===== config.mk =====
export PLATFORM = sky130hd
export DESIGN_NAME = page_set_table_core
export DESIGN_NICKNAME = d
export VERILOG_FILES = /design/src/sv/pst_pkg.sv /design/src/sv/pst_ram.sv /design/src/sv/pst_ctrl.sv /design/src/sv/pst_datapath.sv /design/src/sv/page_set_table_core.sv
export SDC_FILE = /design/constraint.sdc
export NUM_CORES = 2
export LEC_CHECK = 0
export BUFFER_PORTS_ARGS = -buffer_cell sky130_fd_sc_hd__buf_2
export CAP_MARGIN = 40
export CORE_MARGIN = 4
export CORE_UTILIZATION = 56
export CTS_BUF_LIST = sky130_fd_sc_hd__clkbuf_16
export DETAILED_ROUTE_END_ITERATION = 8
export HOLD_SLACK_MARGIN = 0.15
export PLACE_DENSITY = 0.72
export SYNTH_ARGS = -nofsm -noshare
export SYNTH_HDL_FRONTEND = slang
export SYNTH_HIERARCHICAL = 1
export SYNTH_SLANG_ARGS = --single-unit

===== constraint.sdc =====
create_clock -name clk -period 9.2 [get_ports clk]
set_input_delay 1.38 -clock clk [delete_from_list [all_inputs] [get_ports clk]]
set_output_delay 1.38 -clock clk [all_outputs]
set_load 0.01 [all_outputs]

===== src/sv/pst_pkg.sv =====
// Shared types and codes for the page set table.
// Used by the controller, the datapath and the top level; depends on nothing.
package pst_pkg;

  // Operation carried by one input item.
  typedef enum logic [2:0] {
    ACT_PUSH    = 3'd0,
    ACT_POP     = 3'd1,
    ACT_GET     = 3'd2,
    ACT_SET     = 3'd3,
    ACT_REPLACE = 3'd4,
    ACT_REMOVE  = 3'd5,
    ACT_CLEAR   = 3'd6
  } action_t;

  // Result status codes.
  typedef enum logic [1:0] {
    ST_OK       = 2'd0,
    ST_FULL     = 2'd1,
    ST_RANGE    = 2'd2,
    ST_NOTFOUND = 2'd3
  } status_t;

  // Read address source for the entry RAM.
  typedef enum logic [1:0] {
    RD_LAST,
    RD_INDEX,
    RD_SCAN
  } rd_sel_t;

  // Write address and data source for the entry RAM.
  typedef enum logic [1:0] {
    WR_PUSH,
    WR_SET,
    WR_REPL,
    WR_MOVE
  } wr_sel_t;

  // Update of the fill count.
  typedef enum logic [1:0] {
    CNT_HOLD,
    CNT_INC,
    CNT_DEC,
    CNT_CLEAR
  } cnt_op_t;

  // Controller states.
  typedef enum logic [2:0] {
    S_IDLE,
    S_DISPATCH,
    S_FETCH,
    S_LAST,
    S_SCAN,
    S_DONE
  } state_t;

  // Commands from the controller to the datapath.
  typedef struct packed {
    logic    load;
    logic    rd_en;
    rd_sel_t rd_sel;
    logic    scan_clr;
    logic    wr_en;
    wr_sel_t wr_sel;
    cnt_op_t cnt_op;
    logic    cap_last;
    logic    val_cap;
    logic    st_set;
    status_t st_code;
    logic    res_load;
  } dp_cmd_t;

  // Status from the datapath to the controller.
  typedef struct packed {
    action_t act;
    logic    is_empty;
    logic    is_full;
    logic    idx_ok;
    logic    scan_end;
    logic    cmp_valid;
    logic    match;
    logic    out_free;
  } dp_stat_t;

endpackage


===== src/sv/pst_ram.sv =====
// Generic simple dual-port RAM: one write port, one read port, registered read.
// Self-contained; no package dependency.
module pst_ram #(
  parameter int WIDTH = 32,
  parameter int DEPTH = 64,
  localparam int AW = (DEPTH > 1) ? $clog2(DEPTH) : 1
) (
  input  logic             clk,
  input  logic             wr_en,
  input  logic [AW-1:0]    wr_addr,
  input  logic [WIDTH-1:0] wr_data,
  input  logic             rd_en,
  input  logic [AW-1:0]    rd_addr,
  output logic [WIDTH-1:0] rd_data
);

  logic [WIDTH-1:0] mem [DEPTH];

  // Write port.
  always_ff @(posedge clk) begin
    if (wr_en) begin
      mem[wr_addr] <= wr_data;
    end
  end

  // Read port; data holds until the next read.
  always_ff @(posedge clk) begin
    if (rd_en) begin
      rd_data <= mem[rd_addr];
    end
  end

endmodule


===== src/sv/pst_ctrl.sv =====
// Controller state machine for the page set table.
// Depends on pst_pkg for the state, command and status types.
module pst_ctrl (
  input  logic              clk,
  input  logic              rst,
  input  logic              in_valid,
  output logic              in_stall,
  input  pst_pkg::dp_stat_t stat,
  output pst_pkg::dp_cmd_t  cmd
);

  pst_pkg::state_t state, state_next;

  // State register.
  always_ff @(posedge clk) begin
    if (rst) begin
      state <= pst_pkg::S_IDLE;
    end else begin
      state <= state_next;
    end
  end

  // Next state and datapath commands.
  always_comb begin
    state_next = state;
    cmd        = '0;
    in_stall   = 1'b1;
    unique case (state)
      pst_pkg::S_IDLE: begin
        in_stall = 1'b0;
        if (in_valid) begin
          cmd.load   = 1'b1;
          state_next = pst_pkg::S_DISPATCH;
        end
      end

      // Range checks, and the first memory access of push, pop, get, set and remove.
      pst_pkg::S_DISPATCH: begin
        state_next = pst_pkg::S_DONE;
        unique case (stat.act)
          pst_pkg::ACT_PUSH: begin
            if (stat.is_full) begin
              cmd.st_set  = 1'b1;
              cmd.st_code = pst_pkg::ST_FULL;
            end else begin
              cmd.wr_en  = 1'b1;
              cmd.wr_sel = pst_pkg::WR_PUSH;
              cmd.cnt_op = pst_pkg::CNT_INC;
            end
          end
          pst_pkg::ACT_POP: begin
            if (stat.is_empty) begin
              cmd.st_set  = 1'b1;
              cmd.st_code = pst_pkg::ST_RANGE;
            end else begin
              cmd.rd_en  = 1'b1;
              cmd.rd_sel = pst_pkg::RD_LAST;
              cmd.cnt_op = pst_pkg::CNT_DEC;
              state_next = pst_pkg::S_FETCH;
            end
          end
          pst_pkg::ACT_GET: begin
            if (!stat.idx_ok) begin
              cmd.st_set  = 1'b1;
              cmd.st_code = pst_pkg::ST_RANGE;
            end else begin
              cmd.rd_en  = 1'b1;
              cmd.rd_sel = pst_pkg::RD_INDEX;
              state_next = pst_pkg::S_FETCH;
            end
          end
          pst_pkg::ACT_SET: begin
            if (!stat.idx_ok) begin
              cmd.st_set  = 1'b1;
              cmd.st_code = pst_pkg::ST_RANGE;
            end else begin
              cmd.wr_en  = 1'b1;
              cmd.wr_sel = pst_pkg::WR_SET;
            end
          end
          pst_pkg::ACT_REPLACE: begin
            cmd.scan_clr = 1'b1;
            state_next   = pst_pkg::S_SCAN;
          end
          pst_pkg::ACT_REMOVE: begin
            if (stat.is_empty) begin
              cmd.st_set  = 1'b1;
              cmd.st_code = pst_pkg::ST_RANGE;
            end else begin
              cmd.rd_en    = 1'b1;
              cmd.rd_sel   = pst_pkg::RD_LAST;
              cmd.scan_clr = 1'b1;
              state_next   = pst_pkg::S_LAST;
            end
          end
          pst_pkg::ACT_CLEAR: begin
            cmd.cnt_op = pst_pkg::CNT_CLEAR;
          end
          default: begin
          end
        endcase
      end

      // Read data for pop and get has arrived.
      pst_pkg::S_FETCH: begin
        cmd.val_cap = 1'b1;
        state_next  = pst_pkg::S_DONE;
      end

      // Remove: the last entry has arrived; a match there just shrinks the set.
      pst_pkg::S_LAST: begin
        cmd.cap_last = 1'b1;
        if (stat.match) begin
          cmd.cnt_op = pst_pkg::CNT_DEC;
          state_next = pst_pkg::S_DONE;
        end else begin
          state_next = pst_pkg::S_SCAN;
        end
      end

      // One read issued and one entry compared per cycle.
      pst_pkg::S_SCAN: begin
        if (!stat.scan_end) begin
          cmd.rd_en  = 1'b1;
          cmd.rd_sel = pst_pkg::RD_SCAN;
        end
        if (stat.act == pst_pkg::ACT_REMOVE) begin
          if (stat.cmp_valid && stat.match) begin
            cmd.wr_en  = 1'b1;
            cmd.wr_sel = pst_pkg::WR_MOVE;
            cmd.cnt_op = pst_pkg::CNT_DEC;
            state_next = pst_pkg::S_DONE;
          end else if (stat.scan_end && !stat.cmp_valid) begin
            cmd.st_set  = 1'b1;
            cmd.st_code = pst_pkg::ST_NOTFOUND;
            state_next  = pst_pkg::S_DONE;
          end
        end else begin
          if (stat.cmp_valid && stat.match) begin
            cmd.wr_en  = 1'b1;
            cmd.wr_sel = pst_pkg::WR_REPL;
          end
          if (stat.scan_end && !stat.cmp_valid) begin
            state_next = pst_pkg::S_DONE;
          end
        end
      end

      // Hand the result to the output register once it is free.
      pst_pkg::S_DONE: begin
        if (stat.out_free) begin
          cmd.res_load = 1'b1;
          state_next   = pst_pkg::S_IDLE;
        end
      end

      default: begin
        state_next = pst_pkg::S_IDLE;
      end
    endcase
  end

  // A result is loaded only when the output register can take it.
  a_load_free: assert property (@(posedge clk) disable iff (rst)
    cmd.res_load |-> stat.out_free)
    else $error("result loaded into a busy output register");

  // An item leaves the dispatch state on the following cycle.
  a_dispatch_once: assert property (@(posedge clk) disable iff (rst)
    state == pst_pkg::S_DISPATCH |=> state != pst_pkg::S_DISPATCH)
    else $error("dispatch state held for more than one cycle");

  // Input items are taken only while the controller is idle.
  a_take_idle: assert property (@(posedge clk) disable iff (rst)
    !in_stall |-> state == pst_pkg::S_IDLE)
    else $error("input taken while an item is in flight");

endmodule


===== src/sv/pst_datapath.sv =====
// Datapath of the page set table: operand registers, fill count, scan pointer,
// entry RAM and output register. Depends on pst_pkg and pst_ram.
module pst_datapath #(
  parameter int CAPACITY  = 64,
  parameter int PAGE_BITS = 32
) (
  input  logic              clk,
  input  logic              rst,
  input  logic [2:0]        action,
  input  logic [5:0]        index,
  input  logic [31:0]       page,
  input  logic [31:0]       new_page,
  input  pst_pkg::dp_cmd_t  cmd,
  output pst_pkg::dp_stat_t stat,
  input  logic              out_stall,
  output logic              out_valid,
  output logic [31:0]       value,
  output logic [6:0]        count,
  output logic [1:0]        status
);

  localparam int AW = $clog2(CAPACITY);
  localparam int CW = $clog2(CAPACITY + 1);
  localparam int IW = (CW > 6) ? CW : 6;

  // Operand registers.
  pst_pkg::action_t     op_action;
  logic [5:0]           op_index;
  logic [PAGE_BITS-1:0] op_page;
  logic [PAGE_BITS-1:0] op_new_page;

  // Control and scan state.
  logic [CW-1:0]        fill, fill_next;
  logic [CW-1:0]        scan_ptr;
  logic [CW-1:0]        scan_limit;
  logic                 cmp_valid;
  logic [AW-1:0]        cmp_addr;
  logic [PAGE_BITS-1:0] last_entry;

  // Pending result.
  logic [31:0]          res_value;
  pst_pkg::status_t     res_status;
  pst_pkg::status_t     out_status;

  // RAM ports.
  logic                 wr_en;
  logic [AW-1:0]        wr_addr;
  logic [PAGE_BITS-1:0] wr_data;
  logic                 rd_en;
  logic [AW-1:0]        rd_addr;
  logic [PAGE_BITS-1:0] rd_data;

  // Latch the operands of an accepted item.
  always_ff @(posedge clk) begin
    if (cmd.load) begin
      op_action   <= pst_pkg::action_t'(action);
      op_index    <= index;
      op_page     <= PAGE_BITS'(page);
      op_new_page <= PAGE_BITS'(new_page);
    end
  end

  // Fill count update.
  always_comb begin
    unique case (cmd.cnt_op)
      pst_pkg::CNT_HOLD:  fill_next = fill;
      pst_pkg::CNT_INC:   fill_next = fill + CW'(1);
      pst_pkg::CNT_DEC:   fill_next = fill - CW'(1);
      pst_pkg::CNT_CLEAR: fill_next = '0;
      default:            fill_next = fill;
    endcase
  end

  always_ff @(posedge clk) begin
    if (rst) begin
      fill <= '0;
    end else begin
      fill <= fill_next;
    end
  end

  // Read address selection.
  always_comb begin
    rd_en = cmd.rd_en;
    unique case (cmd.rd_sel)
      pst_pkg::RD_LAST:  rd_addr = AW'(fill - CW'(1));
      pst_pkg::RD_INDEX: rd_addr = AW'(op_index);
      pst_pkg::RD_SCAN:  rd_addr = AW'(scan_ptr);
      default:           rd_addr = AW'(scan_ptr);
    endcase
  end

  // Write address and data selection.
  always_comb begin
    wr_en = cmd.wr_en;
    unique case (cmd.wr_sel)
      pst_pkg::WR_PUSH: begin
        wr_addr = AW'(fill);
        wr_data = op_page;
      end
      pst_pkg::WR_SET: begin
        wr_addr = AW'(op_index);
        wr_data = op_page;
      end
      pst_pkg::WR_REPL: begin
        wr_addr = cmp_addr;
        wr_data = op_new_page;
      end
      pst_pkg::WR_MOVE: begin
        wr_addr = cmp_addr;
        wr_data = last_entry;
      end
      default: begin
        wr_addr = cmp_addr;
        wr_data = op_page;
      end
    endcase
  end

  // Scan pointer and compare stage; the compare comes in the cycle after the read.
  always_ff @(posedge clk) begin
    if (rst) begin
      scan_ptr  <= '0;
      cmp_valid <= 1'b0;
    end else begin
      if (cmd.scan_clr) begin
        scan_ptr <= '0;
      end else if (cmd.rd_en && cmd.rd_sel == pst_pkg::RD_SCAN) begin
        scan_ptr <= scan_ptr + CW'(1);
      end
      cmp_valid <= cmd.rd_en && cmd.rd_sel == pst_pkg::RD_SCAN;
    end
  end

  always_ff @(posedge clk) begin
    cmp_addr <= AW'(scan_ptr);
  end

  // Remove scans all but the last entry; replace scans them all.
  assign scan_limit = (op_action == pst_pkg::ACT_REMOVE) ? fill - CW'(1) : fill;

  always_ff @(posedge clk) begin
    if (cmd.cap_last) begin
      last_entry <= rd_data;
    end
  end

  // Pending result value and status.
  always_ff @(posedge clk) begin
    if (cmd.load) begin
      res_value  <= '0;
      res_status <= pst_pkg::ST_OK;
    end else begin
      if (cmd.val_cap) begin
        res_value <= 32'(rd_data);
      end
      if (cmd.st_set) begin
        res_status <= cmd.st_code;
      end
    end
  end

  // Output register.
  always_ff @(posedge clk) begin
    if (rst) begin
      out_valid <= 1'b0;
    end else if (cmd.res_load) begin
      out_valid <= 1'b1;
    end else if (!out_stall) begin
      out_valid <= 1'b0;
    end
  end

  always_ff @(posedge clk) begin
    if (cmd.res_load) begin
      value      <= res_value;
      count      <= 7'(fill);
      out_status <= res_status;
    end
  end

  assign status = out_status;

  // Status to the controller.
  assign stat.act       = op_action;
  assign stat.is_empty  = (fill == '0);
  assign stat.is_full   = (fill >= CW'(CAPACITY));
  assign stat.idx_ok    = (IW'(op_index) < IW'(fill));
  assign stat.scan_end  = (scan_ptr >= scan_limit);
  assign stat.cmp_valid = cmp_valid;
  assign stat.match     = (rd_data == op_page);
  assign stat.out_free  = !out_valid || !out_stall;

  pst_ram #(
    .WIDTH (PAGE_BITS),
    .DEPTH (CAPACITY)
  ) u_ram (
    .clk     (clk),
    .wr_en   (wr_en),
    .wr_addr (wr_addr),
    .wr_data (wr_data),
    .rd_en   (rd_en),
    .rd_addr (rd_addr),
    .rd_data (rd_data)
  );

  // The fill count never exceeds the capacity.
  a_fill_bound: assert property (@(posedge clk) disable iff (rst)
    fill <= CW'(CAPACITY))
    else $error("fill count above capacity");

  // Growing a full set or shrinking an empty one is a controller slip.
  a_cnt_inc: assert property (@(posedge clk) disable iff (rst)
    cmd.cnt_op == pst_pkg::CNT_INC |-> !stat.is_full)
    else $error("push on a full set");

  a_cnt_dec: assert property (@(posedge clk) disable iff (rst)
    cmd.cnt_op == pst_pkg::CNT_DEC |-> !stat.is_empty)
    else $error("shrink of an empty set");

  // The scan never writes the entry it is reading in the same cycle.
  a_no_collide: assert property (@(posedge clk) disable iff (rst)
    (wr_en && rd_en) |-> (wr_addr != rd_addr))
    else $error("read and write to the same entry in one cycle");

endmodule


===== src/sv/page_set_table_core.sv =====
// Top level of the page set table: controller plus datapath.
// Depends on pst_pkg, pst_ctrl, pst_datapath and pst_ram.
//
// Fixed-capacity unordered set of pages with a fill count, one operation per
// item and one result per item. The block holds one item at a time: push, set,
// clear, an undefined action and errors need no RAM read, pop and get wait for
// one read, a remove that hits the last entry reads only that entry, and
// replace and remove otherwise scan the entry RAM through its single read port,
// one entry per cycle, then compare the final entry read. Each item also waits
// in its done state until the output register can take its result. A finished
// result sits in the output register, and a new item is accepted while it
// waits. A full push is dropped with status 1; empty or out-of-range accesses
// report status 2; a remove that finds no match reports status 3.
module page_set_table_core #(
  parameter int CAPACITY  = 64,
  parameter int PAGE_BITS = 32
) (
  input  logic        clk,
  input  logic        rst,
  input  logic        in_valid,
  output logic        in_stall,
  input  logic [2:0]  action,
  input  logic [5:0]  index,
  input  logic [31:0] page,
  input  logic [31:0] new_page,
  output logic        out_valid,
  input  logic        out_stall,
  output logic [31:0] value,
  output logic [6:0]  count,
  output logic [1:0]  status
);

  pst_pkg::dp_cmd_t  cmd;
  pst_pkg::dp_stat_t stat;

  // Sequencer.
  pst_ctrl u_ctrl (
    .clk      (clk),
    .rst      (rst),
    .in_valid (in_valid),
    .in_stall (in_stall),
    .stat     (stat),
    .cmd      (cmd)
  );

  // Storage and result path.
  pst_datapath #(
    .CAPACITY  (CAPACITY),
    .PAGE_BITS (PAGE_BITS)
  ) u_datapath (
    .clk       (clk),
    .rst       (rst),
    .action    (action),
    .index     (index),
    .page      (page),
    .new_page  (new_page),
    .cmd       (cmd),
    .stat      (stat),
    .out_stall (out_stall),
    .out_valid (out_valid),
    .value     (value),
    .count     (count),
    .status    (status)
  );

endmodule


==> metrics.md <==
| Metric | Value |
|---|---|
| Via count | `43.7k` |
| WS Path Type | `reg2reg` |
| Critical Path AT | `7.02 ns` |
| Met1 usage | `0.398` |
| # setup viols final | `0` |
| Simple-gate share of the synthesized area | `0.0214` |
| Overall die area | `0.163 mm²` |
| Synth Register Bits | `2,285` |
| Tightest Pin Transition | `0.967 ns` |
| Area growth syn-to-layout | `13.1%` |
| Nets | `4,416` |
| Post-synth ARST share | `0` |
| Most frequent cells in the layout | `edfxtp_1, mux4_2, clkbuf_16` |
| Setup crit end | `u_datapath/u_ram/rd_data[11]` |
| Post-Synth XOR/XNOR Area | `0.00480` |
| Rel. slew slack | `0.348` |
| DR iter-0 viols | `6,811` |
| Largest family of logic cells by synthesized area | `multiplexers` |
| Final worst path period share | `0.703` |
| Vias/cell | `6.67` |
| PostCTS Resize Cnt | `0` |
| Post-DP HPWL | `131,000 µm` |
| # H-tree levels | `4` |
| Cells after Synth | `4,012` |
| Routed WL | `225,000 µm` |
| TritonCTS Sinks | `2,285` |
| Sequential Power Share | `0.360` |
| Post-Synth Adder-Cell Area | `0.00229` |
| Global-route usage over all layers | `0.279` |
| CTS Hold Bufs | `0` |
| Compound-cell area share of the yosys netlist | `0.0222` |
| HP Class | `reg2reg` |
| Drt wl/cell | `34.3 µm` |
| Post-synth EDFFs | `2,226` |
| Cell Int Power | `0.0222 W` |
| Syn Area/Cell | `21.8 µm²` |
| RSZ-0062 raised after global routing | `no` |
| RePlAce Congestion | `0.859` |
| Clk buf depth | `3` |
| Switch Pwr | `0.0129 W` |
| Max-cap violations | `0` |
| Reg2Reg Depth | `19` |
| Critical R2R Capture | `u_datapath/u_ram/rd_data[11]` |
| GRT busiest layer | `met2` |
| Core area | `0.155 mm²` |
| Root Buffer | `clkbuf_16` |
| GR Layer Usage met2 | `0.438` |
| Clock latency on the worst-skew pair | `0.83 ns` |
| Congestion Overflow GR | `0` |
| Cell Pwr Density | `354 mW/mm²` |
| IO buf count | `119` |
| Crit path from | `u_datapath/fill[0]` |
| CP startpoint kind | `register` |
| Initial antenna violation count | `11` |
| Register area share after synthesis | `0.777` |
| Final Max Tran Viols | `0` |
| Most common cell after layout, fill and taps aside | `edfxtp_1` |
| Switching share of power | `0.368` |
| Max rail drop VDD | `286 µV` |
| Global-route wire length before repair | `323,000 µm` |
| CTS tree | `yes` |
| Area after DPL | `0.0924 mm²` |
| Distinct cells, synth | `59` |
| Ports | `120` |
| Post-Syn Area | `0.0876 mm²` |
| Largest net degree at the start of global routing | `92` |
| DRC | `0` |
| Syn_nets | `4,105` |
| Worst endpoint required time | `9.76 ns` |
| Final ANT Viol Nets | `0` |
| Clock network power share | `0.237` |
| Yosys warns | `6` |
| Tmin final | `6.47 ns` |
| Comb power frac | `0.403` |
| Setup Buffers After CTS | `0` |
| Clk_skew | `0.0355 ns` |
| Clock transition at path regs | `0.06 ns` |
| Vias in the first global route | `43.7k` |
| Starting Density | `0.566` |
| Fmax | `155 MHz` |
| Row count | `144` |
| Final hold vios | `0` |
| Design Area, Final | `0.0991 mm²` |
| Status | `complete, no violations` |
| Layout cells sized above 1 | `0.281` |
| Reg2reg start | `u_datapath/fill[0]` |
| Leak | `32.1 nW` |
| CTS buffer count | `213` |
| Setup tns final | `0 ns` |
| Post-synthesis mux area share | `0.159` |
| GR met3 Demand/Resource | `0.0584` |
| DRT Pass-1 Iters | `6` |
| Internal reg-to-reg setup slack | `2.73 ns` |
| Top FF cell, synth | `edfxtp_1` |
| CP endpoint kind | `register` |
| Die X | `403 µm` |
| Die H | `403 µm` |
| Critical-path maximum fanout | `44` |
synth_stat cells (3+ instances only):
master,number,area (µm²)
clkbuf_1,102,383
nor3_1,12,60.1
a22oi_1,12,90.1
edfxtp_1,2226,66800
xor2_1,37,324
o221ai_1,28,245
nand3_1,8,40.0
buf_1,14,52.6
nor3b_1,4,30.0
dfxtp_1,59,1180
a21oi_1,115,576
a31oi_1,3,18.8
buf_6,8,90.1
inv_1,14,52.6
buf_2,70,350
a21o_1,6,45.0
ha_1,16,200
a41o_1,4,40.0
nor2_1,228,856
nor4_1,12,75.1
nand4_1,9,56.3
o31ai_1,5,37.5
o32ai_1,4,35.0
buf_4,29,218
nand3b_1,8,60.1
nand2b_1,12,75.1
mux4_2,545,12300
nand2_1,53,199
or3_1,4,25.0
a311oi_1,11,96.3
nor2b_1,18,113
xnor2_1,11,96.3
and3_1,8,50.1
or3b_2,3,26.3
mux2i_1,168,1680
and2_1,6,37.5
o22ai_1,87,544
a211oi_1,6,45.0
o21ai_0,20,100
power by group through the flow:
stage                     combinational [W]  clock, W  sequential, W
after floorplan                     0.00837         0         0.0127
after global placement               0.0138         0         0.0128
after detailed placement             0.0140         0         0.0128
after CTS                            0.0141   0.00840         0.0126
after global routing                 0.0147   0.00889         0.0126
final                                0.0141   0.00832         0.0126
layout make-up:
type	count	area (µm²)
Antenna cell	5	12.5
Clock buffer	215	5380
Clock inverter	182	1250
Fill cell	9896	55700
Inverter	14	55.1
Multi-Input combinational cell	1490	19300
Sequential cell	2285	68000
Tap cell	2044	2560
Timing Repair Buffer	319	2470
state kept, by name, indices dropped and copies added, names as in the netlist:
signal	flops
u_datapath/op_new_page	32
u_datapath/scan_ptr	7
u_datapath/res_value	32
u_datapath/op_index	6
u_datapath/count	7
u_ctrl/state	3
u_datapath/fill	7
u_datapath/last_entry	32
u_datapath/status	2
u_datapath/op_action	3
u_datapath/cmp_valid	1
u_datapath/res_status	2
u_datapath/u_ram/mem	2048
u_datapath/out_valid	1
u_datapath/cmp_addr	6
u_datapath/value	32
u_datapath/op_page	32
u_datapath/u_ram/rd_data	32
how the worst min path moves through the flow:
| stage | depth (start not counted) | startpoint | endpoint |
|---|---|---|---|
| finish | 0 | u_datapath/scan_ptr[5] | u_datapath/cmp_addr[5] |
| global route | 0 | u_datapath/scan_ptr[5] | u_datapath/cmp_addr[5] |
| CTS | 0 | u_datapath/scan_ptr[5] | u_datapath/cmp_addr[5] |
| detailed placement | 0 | u_datapath/scan_ptr[5] | u_datapath/cmp_addr[5] |
| global placement | 0 | u_datapath/scan_ptr[5] | u_datapath/cmp_addr[5] |
| floorplan | 0 | u_datapath/scan_ptr[5] | u_datapath/cmp_addr[5] |
layer usage:
layer / part of all wire / routed length, µm
met4: 0.039 / 8670
met1: 0.37 / 82500
met2: 0.48 / 108000
met5: 0.00010 / 23
met3: 0.11 / 25800
stage by stage:
step | power (W) | cells | util | hold slack, ns | setup WS, ns
6_report | 0.0351 | 6554 | 0.640 | 0.424 | 2.73
5_1_grt | 0.0362 | 6549 | 0.640 | 0.432 | 2.42
4_1_cts | 0.0351 | 6548 | 0.640 | 0.419 | 2.79
3_5_place_dp | 0.0268 | 6151 | 0.597 | 0.410 | 2.88
3_3_place_gp | 0.0266 | 6129 | 0.595 | 0.412 | 1.89
2_1_floorplan | 0.0211 | 4012 | - | 0.363 | 3.58
logic make-up after synthesis:
kind of cell	count (synthesis)
DFF	2285
muxes	713
AOI/OAI and AO/OA	309
adders and majority gates	16
and+or+nand+nor	404
buffers and inverters	237
xor gates and xnor gates	48
critical path, cell delays in order (launching register included):
cell      delay (ns)
dfxtp_1         0.49
or4_4           0.65
nor3_1          0.19
xnor2_1         0.16
ha_1            0.29
a21o_1          0.17
a21oi_1         0.13
o211ai_1        0.18
nor2_1          0.15
buf_4           0.27
a211oi_1        0.12
a21oi_4         0.26
buf_12          0.23
buf_4           0.26
buf_12          0.35
buf_4           0.45
mux4_2          0.57
mux4_2          0.49
o22ai_1         0.56
nor2_1          0.11
No activity file was read; power rests on OpenSTA's default activity.
